## src/rtl/pqr_pkg.sv

```systemverilog
// Shared types, constants and codes for the process id queue with remove.
package pqr_pkg;

	localparam int DEPTH   = 16;
	localparam int AW      = (DEPTH > 1) ? $clog2(DEPTH) : 1;
	localparam int CW      = $clog2(DEPTH + 1);
	localparam int ID_W    = 16;
	localparam int COUNT_W = 5;

	typedef logic [1:0] action_t;
	localparam action_t ACT_PUSH   = 2'd0;
	localparam action_t ACT_POP    = 2'd1;
	localparam action_t ACT_REMOVE = 2'd2;
	localparam action_t ACT_NONE   = 2'd3;

	typedef logic [1:0] status_t;
	localparam status_t ST_OK        = 2'd0;
	localparam status_t ST_NOT_FOUND = 2'd1;
	localparam status_t ST_FULL      = 2'd2;

	typedef struct packed {
		action_t           action;
		logic [ID_W-1:0]   proc_id;
	} in_req_t;

	typedef struct packed {
		status_t            status;
		logic [ID_W-1:0]    id_out;
		logic [COUNT_W-1:0] count;
	} out_rsp_t;

	typedef enum logic [1:0] {
		RD_IDX  = 2'd0,
		RD_IDX1 = 2'd1,
		RD_IDX2 = 2'd2
	} rd_sel_t;

	typedef struct packed {
		logic    accept;
		logic    push_wr;
		logic    shift_wr;
		logic    rd_en;
		rd_sel_t rd_sel;
		logic    idx_inc;
		logic    head_inc;
		logic    occ_inc;
		logic    occ_dec;
		logic    res_set;
		status_t res_status;
		logic    res_from_rd;
		logic    out_load;
	} ctrl_t;

	typedef struct packed {
		action_t action;
		logic    full;
		logic    empty;
		logic    match;
		logic    idx1_lt;
		logic    idx2_lt;
		logic    out_busy;
	} stat_t;

endpackage

```

## src/rtl/pqr_ctrl.sv

```systemverilog
// Sequencer for push, pop and remove-by-id with compaction of the tail.
module pqr_ctrl (
	input  logic           clk,
	input  logic           arst_n,
	input  logic           in_valid,
	output logic           in_ready,
	input  pqr_pkg::stat_t stat,
	output pqr_pkg::ctrl_t ctrl
);

	typedef enum logic [5:0] {
		S_IDLE     = 6'b000001,
		S_DECIDE   = 6'b000010,
		S_POP_WAIT = 6'b000100,
		S_CMP      = 6'b001000,
		S_SHIFT    = 6'b010000,
		S_DONE     = 6'b100000
	} state_t;

	state_t state_q, state_d;

	always_ff @(posedge clk or negedge arst_n) begin
		if (!arst_n) begin
			state_q <= S_IDLE;
		end else begin
			state_q <= state_d;
		end
	end

	assign in_ready = (state_q == S_IDLE);

	always_comb begin
		state_d = state_q;
		ctrl    = '0;
		ctrl.rd_sel     = pqr_pkg::RD_IDX;
		ctrl.res_status = pqr_pkg::ST_NOT_FOUND;
		unique case (state_q)
			S_IDLE: begin
				if (in_valid) begin
					ctrl.accept = 1'b1;
					state_d     = S_DECIDE;
				end
			end
			S_DECIDE: begin
				ctrl.res_set = 1'b1;
				state_d      = S_DONE;
				priority if (stat.action == pqr_pkg::ACT_PUSH) begin
					if (stat.full) begin
						ctrl.res_status = pqr_pkg::ST_FULL;
					end else begin
						ctrl.push_wr    = 1'b1;
						ctrl.occ_inc    = 1'b1;
						ctrl.res_status = pqr_pkg::ST_OK;
					end
				end else if (stat.action == pqr_pkg::ACT_POP && !stat.empty) begin
					ctrl.res_set = 1'b0;
					ctrl.rd_en   = 1'b1;
					state_d      = S_POP_WAIT;
				end else if (stat.action == pqr_pkg::ACT_REMOVE && !stat.empty) begin
					ctrl.res_set = 1'b0;
					ctrl.rd_en   = 1'b1;
					state_d      = S_CMP;
				end else begin
					ctrl.res_status = pqr_pkg::ST_NOT_FOUND;
				end
			end
			S_POP_WAIT: begin
				ctrl.res_set     = 1'b1;
				ctrl.res_status  = pqr_pkg::ST_OK;
				ctrl.res_from_rd = 1'b1;
				ctrl.head_inc    = 1'b1;
				ctrl.occ_dec     = 1'b1;
				state_d          = S_DONE;
			end
			S_CMP: begin
				if (stat.match) begin
					ctrl.res_set     = 1'b1;
					ctrl.res_status  = pqr_pkg::ST_OK;
					ctrl.res_from_rd = 1'b1;
					if (stat.idx1_lt) begin
						ctrl.rd_en  = 1'b1;
						ctrl.rd_sel = pqr_pkg::RD_IDX1;
						state_d     = S_SHIFT;
					end else begin
						ctrl.occ_dec = 1'b1;
						state_d      = S_DONE;
					end
				end else if (stat.idx1_lt) begin
					ctrl.idx_inc = 1'b1;
					ctrl.rd_en   = 1'b1;
					ctrl.rd_sel  = pqr_pkg::RD_IDX1;
				end else begin
					ctrl.res_set    = 1'b1;
					ctrl.res_status = pqr_pkg::ST_NOT_FOUND;
					state_d         = S_DONE;
				end
			end
			S_SHIFT: begin
				ctrl.shift_wr = 1'b1;
				ctrl.idx_inc  = 1'b1;
				if (stat.idx2_lt) begin
					ctrl.rd_en  = 1'b1;
					ctrl.rd_sel = pqr_pkg::RD_IDX2;
				end else begin
					ctrl.occ_dec = 1'b1;
					state_d      = S_DONE;
				end
			end
			S_DONE: begin
				if (!stat.out_busy) begin
					ctrl.out_load = 1'b1;
					state_d       = S_IDLE;
				end
			end
			default: begin
				state_d = S_IDLE;
			end
		endcase
	end

endmodule

```

## src/rtl/pqr_dp.sv

```systemverilog
// Circular entry store, pointers, compare and output register.
module pqr_dp (
	input  logic              clk,
	input  logic              arst_n,
	input  pqr_pkg::in_req_t  in_data,
	input  pqr_pkg::ctrl_t    ctrl,
	output pqr_pkg::stat_t    stat,
	output logic              out_valid,
	input  logic              out_ready,
	output pqr_pkg::out_rsp_t out_data
);

	logic [pqr_pkg::ID_W-1:0] mem [pqr_pkg::DEPTH];

	pqr_pkg::action_t          act_q;
	logic [pqr_pkg::ID_W-1:0]  id_q;
	logic [pqr_pkg::AW-1:0]    head_q;
	logic [pqr_pkg::CW-1:0]    occ_q;
	logic [pqr_pkg::CW-1:0]    idx_q;
	logic [pqr_pkg::ID_W-1:0]  rdata_q;
	pqr_pkg::status_t          res_status_q;
	logic [pqr_pkg::ID_W-1:0]  res_id_q;
	logic                      out_valid_q;
	pqr_pkg::out_rsp_t         out_q;

	logic [pqr_pkg::CW:0]      idx1, idx2;
	logic [pqr_pkg::AW-1:0]    rd_addr, wr_addr;
	logic [pqr_pkg::CW-1:0]    rd_off;
	logic [pqr_pkg::ID_W-1:0]  wr_data;

	function automatic logic [pqr_pkg::AW-1:0] slot(
		input logic [pqr_pkg::AW-1:0] base,
		input logic [pqr_pkg::CW-1:0] off
	);
		logic [pqr_pkg::CW:0] s;
		s = (pqr_pkg::CW+1)'(base) + (pqr_pkg::CW+1)'(off);
		if (s >= (pqr_pkg::CW+1)'(pqr_pkg::DEPTH)) begin
			s = s - (pqr_pkg::CW+1)'(pqr_pkg::DEPTH);
		end
		return s[pqr_pkg::AW-1:0];
	endfunction

	assign idx1 = (pqr_pkg::CW+1)'(idx_q) + (pqr_pkg::CW+1)'(1);
	assign idx2 = (pqr_pkg::CW+1)'(idx_q) + (pqr_pkg::CW+1)'(2);

	always_comb begin
		unique case (ctrl.rd_sel)
			pqr_pkg::RD_IDX:  rd_off = idx_q;
			pqr_pkg::RD_IDX1: rd_off = idx1[pqr_pkg::CW-1:0];
			pqr_pkg::RD_IDX2: rd_off = idx2[pqr_pkg::CW-1:0];
			default:          rd_off = idx_q;
		endcase
	end

	assign rd_addr = slot(head_q, rd_off);
	assign wr_addr = ctrl.push_wr ? slot(head_q, occ_q) : slot(head_q, idx_q);
	assign wr_data = ctrl.push_wr ? id_q : rdata_q;

	always_ff @(posedge clk) begin
		if (ctrl.push_wr || ctrl.shift_wr) begin
			mem[wr_addr] <= wr_data;
		end
		if (ctrl.rd_en) begin
			rdata_q <= mem[rd_addr];
		end
	end

	always_ff @(posedge clk) begin
		if (ctrl.accept) begin
			act_q <= in_data.action;
			id_q  <= in_data.proc_id;
		end
		if (ctrl.res_set) begin
			res_status_q <= ctrl.res_status;
			res_id_q     <= ctrl.res_from_rd ? rdata_q : '0;
		end
		if (ctrl.out_load) begin
			out_q.status <= res_status_q;
			out_q.id_out <= res_id_q;
			out_q.count  <= pqr_pkg::COUNT_W'(occ_q);
		end
	end

	always_ff @(posedge clk or negedge arst_n) begin
		if (!arst_n) begin
			head_q      <= '0;
			occ_q       <= '0;
			idx_q       <= '0;
			out_valid_q <= 1'b0;
		end else begin
			if (ctrl.accept) begin
				idx_q <= '0;
			end else if (ctrl.idx_inc) begin
				idx_q <= idx1[pqr_pkg::CW-1:0];
			end
			if (ctrl.head_inc) begin
				head_q <= slot(head_q, pqr_pkg::CW'(1));
			end
			if (ctrl.occ_inc) begin
				occ_q <= occ_q + pqr_pkg::CW'(1);
			end else if (ctrl.occ_dec) begin
				occ_q <= occ_q - pqr_pkg::CW'(1);
			end
			if (ctrl.out_load) begin
				out_valid_q <= 1'b1;
			end else if (out_ready) begin
				out_valid_q <= 1'b0;
			end
		end
	end

	assign stat.action   = act_q;
	assign stat.full     = (occ_q >= pqr_pkg::CW'(pqr_pkg::DEPTH));
	assign stat.empty    = (occ_q == '0);
	assign stat.match    = (rdata_q == id_q);
	assign stat.idx1_lt  = (idx1 < (pqr_pkg::CW+1)'(occ_q));
	assign stat.idx2_lt  = (idx2 < (pqr_pkg::CW+1)'(occ_q));
	assign stat.out_busy = out_valid_q && !out_ready;

	assign out_valid = out_valid_q;
	assign out_data  = out_q;

endmodule

```

## src/rtl/process_queue_with_remove.sv

```systemverilog
// Top level of the ordered process id queue with push, pop and remove-by-id.
//
//  channel | valid     | ready     | payload
//  --------+-----------+-----------+-------------------------------------
//  in      | in_valid  | in_ready  | in_data  {action, proc_id}
//  out     | out_valid | out_ready | out_data {status, id_out, count}
//
// One request at a time; the entry store has one read and one write port.
// Push, the unused code and pop or remove on an empty queue complete from the decide state;
// pop reads the head entry once; remove walks the held entries (each is compared or shifted once)
// through the single read port.
// Reset clears the pointers, the count and the output valid; entries hold garbage.
// A result waiting in the output register stalls only the completion of the next request.
module process_queue_with_remove (
	input  logic              clk,
	input  logic              arst_n,
	input  logic              in_valid,
	output logic              in_ready,
	input  pqr_pkg::in_req_t  in_data,
	output logic              out_valid,
	input  logic              out_ready,
	output pqr_pkg::out_rsp_t out_data
);

	pqr_pkg::ctrl_t ctrl;
	pqr_pkg::stat_t stat;

	pqr_ctrl u_ctrl (
		.clk      (clk),
		.arst_n   (arst_n),
		.in_valid (in_valid),
		.in_ready (in_ready),
		.stat     (stat),
		.ctrl     (ctrl)
	);

	pqr_dp u_dp (
		.clk       (clk),
		.arst_n    (arst_n),
		.in_data   (in_data),
		.ctrl      (ctrl),
		.stat      (stat),
		.out_valid (out_valid),
		.out_ready (out_ready),
		.out_data  (out_data)
	);

endmodule

```

## config.mk

```make
export PLATFORM = sky130hd
export DESIGN_NAME = process_queue_with_remove
export DESIGN_NICKNAME = d
export VERILOG_FILES = /design/src/rtl/pqr_pkg.sv /design/src/rtl/pqr_ctrl.sv /design/src/rtl/pqr_dp.sv /design/src/rtl/process_queue_with_remove.sv
export SDC_FILE = /design/constraint.sdc
export NUM_CORES = 1
export LEC_CHECK = 0
export ABC_AREA = 1
export BUFFER_PORTS_ARGS = -buffer_cell sky130_fd_sc_hd__buf_2
export CAP_MARGIN = 10
export CORE_MARGIN = 1
export CORE_UTILIZATION = 60
export DETAILED_ROUTE_END_ITERATION = 16
export HOLD_SLACK_MARGIN = 0.08
export PLACE_DENSITY = 0.83
export SYNTH_ARGS = -nofsm -noshare
export SYNTH_HDL_FRONTEND = slang
export SYNTH_SLANG_ARGS = --single-unit
```

## constraint.sdc

```tcl
create_clock -name clk -period 13.1 [get_ports clk]
set_clock_uncertainty 0.15 [all_clocks]
set_input_delay 2.62 -clock clk [delete_from_list [all_inputs] [get_ports clk]]
set_output_delay 2.62 -clock clk [all_outputs]
set_load 0.05 [all_outputs]
```

=== After elaboration in Yosys (flattened, before gate mapping) ===
Memory sizes are Yosys's and may differ from the RTL's. A register that Yosys moved wholly into a read port is not among the register bits.
Index checks and enable logic that the tools add are counted.

* Reduce and logical (&&, ||, !) cells: 12
* $lt $le $gt $ge: 7
* Add/sub/neg operators: 12
* Muxes and demuxes: 58
* Equal/unequal tests: 15

{| class="wikitable"
|+ Operators by type and width
! kind !! count
|-
| $mux 6 || 9
|-
| $pmux 6 s6 || 1
|-
| $mux 1 || 24
|-
| $mux 4 || 6
|-
| $mux 5 || 4
|-
| $add 4x5->6 || 3
|-
| $ge 6x5->1 const B || 3
|-
| $eq 16x16->1 || 1
|-
| $mux 16 || 1
|-
| $sub 4x1->4 const B || 4
|-
| $mux 3 || 5
|-
| $lt 6x5->1 || 2
|-
| $ge 5x5->1 const B || 2
|-
| $pmux 5 s2 || 1
|-
| $pmux 3 s3 || 1
|-
| $add 5x1->6 const B || 1
|-
| $add 5x2->6 const B || 1
|-
| $eq 6x1->1 const B || 1
|-
| $eq 6x2->1 const B || 1
|-
| $eq 6x3->1 const B || 1
|-
| $eq 6x4->1 const B || 1
|-
| $eq 6x5->1 const B || 1
|-
| $eq 6x6->1 const B || 1
|-
| $ne 2x2->1 const B || 3
|-
| other kinds (17) || 26
|}

* Flip-flop bits (word level): 80
* Output and inout bits: 25
* RAM bits: 256
* Logic and storage cells: 117
* Memories kept: 1
* Input port bits: 22

{| class="wikitable"
|+ Memories
! name !! words !! width !! rd ports !! clocked after memory_dff !! wr ports !! line !! RTL
|-
| u_dp.mem || 16 || 16 || 1 || 1 || 1 || pqr_dp.sv:13 || <nowiki>logic [pqr_pkg::ID_W-1:0] mem [pqr_pkg::DEPTH];</nowiki>
|}

=== Longest topological paths before layout ===
* Depth in word-level cells: 10
* Depth in mapped cells: 31

=== Cells and area by module ===
Synthesis repeated with hierarchy kept, for this count alone.

* Cells, all modules: 1321
* Area, all modules: 15170.8 µm²

{| class="wikitable"
|+ Modules (own cells, without submodules)
! module !! cells each !! times used !! seq. area each (µm²) !! area an instance (µm²)
|-
| pqr_dp || 1237 || 1 || 10314.9 || 14596.5
|-
| pqr_ctrl || 84 || 1 || 151.4 || 574.3
|}

=== Least setup slack after synthesis ===
OpenSTA, ideal clock, no wires.

* Path type: reg2reg
* Start: reg u_dp.idx_q[1] (netlist bit)
* End: reg u_dp.rdata_q[11] (netlist bit), read port of u_dp.mem (data pin)
* Period minus slack after synthesis: 4.630 ns
* Cell stages (with the launch flop): 29
* Required time: 12.698 ns
* Data arrival time: 4.229 ns
* Setup time: 0.252 ns
* Setup slack: 8.470 ns
* Cell sequence: dfrtp_1 > ha_1 > nor2_2 > a21oi_2 > nand2_1 > inv_2 > ha_1 > nand2_1 > nand2_1 > nand2_1 > nand3_1 > nor2_1 > nand2_1 > inv_2 > ha_1 > nor2_1 > o21ai_0 > inv_1 > ha_1 > inv_1 > fa_1 > buf_2 > clkbuf_1 > buf_2 > o22ai_1 > nand2_1 > o21ai_0 > nand2_2 > nand2_2

* Longest elaborated chain between the ends: 10
* Elaborated cells between the ends (all ways): 17

{| class="wikitable"
|+ Ends and longest elaborated chain
! element !! line !! RTL
|-
| start, declared || pqr_dp.sv:19 || <nowiki>logic [pqr_pkg::CW-1:0] idx_q;</nowiki>
|-
| start signal, assigned || pqr_dp.sv:94 || <nowiki>idx_q <= idx1[pqr_pkg::CW-1:0];</nowiki>
|-
| $add 5x1->6 || pqr_dp.sv:43 || <nowiki>assign idx1 = (pqr_pkg::CW+1)'(idx_q) + (pqr_pkg::CW+1)'(1);</nowiki>
|-
| $lt 6x5->1 || pqr_dp.sv:116 || <nowiki>assign stat.idx1_lt = (idx1 < (pqr_pkg::CW+1)'(occ_q));</nowiki>
|-
| $mux 4 or $mux 3 (tied branches) || pqr_ctrl.sv:88, pqr_ctrl.sv:80 ||
|-
| $mux 3 || pqr_ctrl.sv:76 || <nowiki>if (stat.match) begin</nowiki>
|-
| $pmux 3 s2 || pqr_ctrl.sv:37 || <nowiki>unique case (state_q)</nowiki>
|-
| $eq 2x2->1 or $eq 2x1->1 (tied branches) || pqr_dp.sv:47 || <nowiki>unique case (ctrl.rd_sel)</nowiki>
|-
| $pmux 5 s2 || pqr_dp.sv:47 ||
|-
| $add 4x5->6 || pqr_dp.sv:36 || <nowiki>s = (pqr_pkg::CW+1)'(base) + (pqr_pkg::CW+1)'(off);</nowiki>
|-
| $ge 6x5->1 or $sub 4x1->4 (tied branches) || pqr_dp.sv:37, pqr_dp.sv:38 ||
|-
| $mux 4 || pqr_dp.sv:37 || <nowiki>if (s >= (pqr_pkg::CW+1)'(pqr_pkg::DEPTH)) begin</nowiki>
|-
| end, declared || pqr_dp.sv:20 || <nowiki>logic [pqr_pkg::ID_W-1:0] rdata_q;</nowiki>
|}

Parallel ways exist; a longest one is shown, timed or not.
A chain may end at the register's enable or synchronous reset.

=== Worst setup path after layout ===
* Start: reg u_dp.idx_q[1] (netlist bit)
* End: reg u_dp.rdata_q[12] (netlist bit), read port of u_dp.mem (data pin)

The elaborated chain is that of the path after synthesis.

==> impl_metrics.csv <==
group,metric,value,unit
timing,min_period,6200,ps
final_layout,syn_to_final_growth,11.5,%
critical_path,critPathKind,"flop to flop",
power_and_ir_drop,power_frac_clock,29.5,%
power_and_ir_drop,intPower,2160,uW
power_and_ir_drop,seqPwrFrac,43.0,%
critical_path,reg2reg_from,"u_dp.idx_q[1]$_DFFE_PN0P_",
critical_path,crit_top_cell,"nand2_1",
critical_path,reg2reg_to,"u_dp.rdata_q[12]$_DFFE_PP_",
min_path,hold_path_end,"u_dp.out_data[13]$_DFFE_PP_",
floorplan,die_area,26100,sq um
drt,vias_per_cell,5.95,
floorplan,die_h,162,microns
power_and_ir_drop,p_per_area,191,nW/um^2
status,status,"completed",
floorplan,fp.dieW,162,microns
clock_tree,cts_resized,0,
timing,finalHoldViolCount,0,
min_path,hold_start,"u_dp.res_id_q[8]$_SDFFCE_PN0P_",
drt,wl_per_cell,19.6,microns
min_path,min_path_cells,0,
grt,grt_util_all_layers,26.9,%
critical_path,end_kind,"flop",
critical_path,required,13350,ps
final_layout,utilization,67.9,%
critical_path,worstSetupStartpointType,"flop",
drt,drc,0,
timing,setup-tns-final,0,ps
yosys,seq_area_frac_synth,68.4,%
floorplan,initial_core_util,60.9,%
timing,clock.fmax,0.161,GHz
final_layout,antenna_cells,0,
floorplan,core,25100,sq um
yosys,synth_fa_ha_area_share,2.19,%
critical_path,crit_arrival,6440,ps
power_and_ir_drop,p_sw,1090,uW
grt,grt_max_degree,129,
timing,setup_viol,0,
critical_path,critPathMaxStageDelay,870,ps
grt,grt_pass1_vias,10085,
final_layout,drive_above_1_share,12.0,%
clock_tree,htree_levels,2,
drt,vias,10508,
drt,drt_pass1_iterations,6,
grt,overflow,0,
grt,met1_usage,36.5,%
final_layout,fin_nets,1458,
timing,relSlewSlack,17.5,%
yosys,synth_mux_area_share,1.05,%
clock_tree,cts_max_path_buffers,3,
critical_path,slowest_stage,"buf_4",
yosys,synth-seq-cells,352,
yosys,synth_top_family_by_area,"simple AND/OR/NAND/NOR gates",
timing,tightest_slew,1240,ps
place,dp_cells,1703,
critical_path,crit_fanout,128,
yosys,yosys-top-cells-area,"edfxtp_1 65%, o21ai_0 5.7%, nor2_1 5.6%",
yosys,synth_compound_area_share,8.39,%
place,place.gp.congestion,0.879,
grt,busiest_layer,"met2",
power_and_ir_drop,irDropWorstVdd,0.169,mV
yosys,synth_area,15300,sq um
yosys,yosysTopAreaCellShare,65.0,%
power_and_ir_drop,switching_share,33.5,%
clock_tree,numClockSinks,352,
power_and_ir_drop,power,3250,uW
timing,finalCritPeriodShare,47.3,%
clock_tree,ctsHoldBuffers,0,
yosys,yosys.area.top_type,"edfxtp_1",
clock_tree,cts_root_buf,"clkbuf_16",
power_and_ir_drop,combPwrFrac,27.5,%
clock_tree,clock_latency,530,ps
clock_tree,cts_buffers,35,
min_path,hold_path.class,"flop to flop",
yosys,yosys_warnings,0,
yosys,synth_xor_area_share,1.20,%
floorplan,io_pins,47,
clock_tree,cts_tree,"built",
final_layout,final_cell_count_no_fill,1766,
yosys,synthesis.nets,1397,
clock_tree,path_clk_slew,60,ps
grt,grt_use_met2,43.4,%
critical_path,reg2reg_depth,27,
floorplan,rows,58,
flow_run,drv_cap,0,
yosys,syn_inst,1350,
yosys,synth_cell_type_count,38,
grt,grt_pass1_wl,54000,microns
drt,first_iter_violations,1397,
place,hpwl,20900,microns
critical_path,r2r_slack,6900,ps
yosys,yosys.area_share.simple,14.1,%
yosys,synth_area_per_cell,11.3,sq um
power_and_ir_drop,leakage,0.00652,uW
drt,drtAntennaViolNets,0,
grt,antenna_found_initial,0,
grt,use_met3,5.23,%
drt,wl,34600,microns
timing,grt_setup_unrepaired,"false",
timing,finalMaxSlewViolations,0,
clock_tree,cts_setup_buffers,0,
place,io_buffers,46,
[layout by cell type, fill, tap and decap left out, types with 2 or more instances in the layout]
cell       instances
a21oi_1           10
a21oi_2            3
buf_2             46
buf_4             34
bufinv_16          2
clkbuf_1          11
clkbuf_16         35
clkinv_1           9
dfrtp_1           20
edfxtp_1         331
fa_1               2
ha_1              21
inv_1            114
inv_16             2
inv_2              5
mux2i_1           16
nand2_1          184
nand2_2           24
nand2_4            4
nand3_1           48
nand4_1           12
nor2_1           227
nor2_2             5
nor3_1             3
o21ai_0          173
o21ai_1           41
o21bai_1           2
o22ai_1           16
xnor2_1            7
xor2_1            13
[worst max-delay path, delay by kind of cell, from the launching register on]
kind	cells	cell delay, ps
flops	1	470
buf+inv	6	1250
fa+ha+maj	5	1800
compound gates	5	910
simple gates	11	1380
[logic make-up (layout without fill, tap and decap cells)]
family | after synthesis | in the layout
mux | 16 | 16
fa+ha+maj | 25 | 25
simple gates | 513 | 513
flops | 352 | 352
buf+inv | 176 | 262
xor+xnor | 21 | 21
compound gates | 247 | 247
[final cells by class]
| cell class | count | area, sq um |
|---|---|---|
| timing repair buffer | 80 | 485 |
| tap | 330 | 413 |
| sequential | 352 | 10500 |
| clock buffer | 46 | 917 |
| fill | 1597 | 8060 |
| multi-input combinational | 822 | 4150 |
| inverter | 120 | 452 |
| clock inverter | 16 | 159 |
[layer usage]
layer | vias up | wire length [microns]
li1 | 4767 | -
met1 | 4994 | 13500
met2 | 649 | 16600
met4 | 0 | 1080
met3 | 98 | 3370
met5 | - | 0
[cells in the mapped netlist (all sizes together)]
master	n
o21bai	2
nand2	212
inv	119
clkinv	1
nand3b	1
o211ai	1
or2	1
nor3	3
a21oi	13
o22ai	16
nor4	1
buf	24
fa	3
nand4	13
clkbuf	32
nand3	48
and3	1
nor2	232
edfxtp	331
dfrtp	20
mux2i	16
ha	22
dfstp	1
nor3b	1
xnor2	8
xor2	13
o21ai	215
[worst max path at each step]
stage | cells after the start | endpoint | startpoint
2_1_floorplan | 28 | u_dp.rdata_q[11]$_DFFE_PP_ | u_dp.idx_q[1]$_DFFE_PN0P_
4_1_cts | 27 | u_dp.rdata_q[9]$_DFFE_PP_ | u_dp.idx_q[1]$_DFFE_PN0P_
3_5_place_dp | 27 | u_dp.rdata_q[8]$_DFFE_PP_ | u_dp.idx_q[1]$_DFFE_PN0P_
5_1_grt | 28 | u_dp.rdata_q[8]$_DFFE_PP_ | u_dp.idx_q[1]$_DFFE_PN0P_
3_3_place_gp | 27 | u_dp.rdata_q[9]$_DFFE_PP_ | u_dp.idx_q[1]$_DFFE_PN0P_
6_report | 27 | u_dp.rdata_q[12]$_DFFE_PP_ | u_dp.idx_q[1]$_DFFE_PN0P_
[power groups by stage]
stage	Sequential, uW	Clock (uW)	Combinational [uW]
final	1400	957	893
after global routing	1400	1010	986
after CTS	1400	964	879
after detailed placement	1420	0	856
after global placement	1410	0	809
after floorplan	1420	0	633
[metrics by stage]
stage | setup slack [ps] | hold WS (ps) | area, sq um
after floorplan | 8470 | 250 | 15300
after global placement | 7250 | 252 | 16000
after detailed placement | 7060 | 255 | 16000
after CTS | 6980 | 268 | 17000
after global routing | 6570 | 275 | 17000
final | 6900 | 266 | 17000
[sequential cells by signal, summed over array words and instances (netlist names)]
register and cells:
u_dp.mem 256, u_dp.id_q 16, u_dp.rdata_q 16, u_dp.out_data 23, u_ctrl.state_q 6, u_dp.res_id_q 16
u_dp.occ_q 5, u_dp.out_valid 1, u_dp.head_q 4, u_dp.res_status_q 2, u_dp.idx_q 5, u_dp.act_q 2
(Power assumes the default switching activity.)
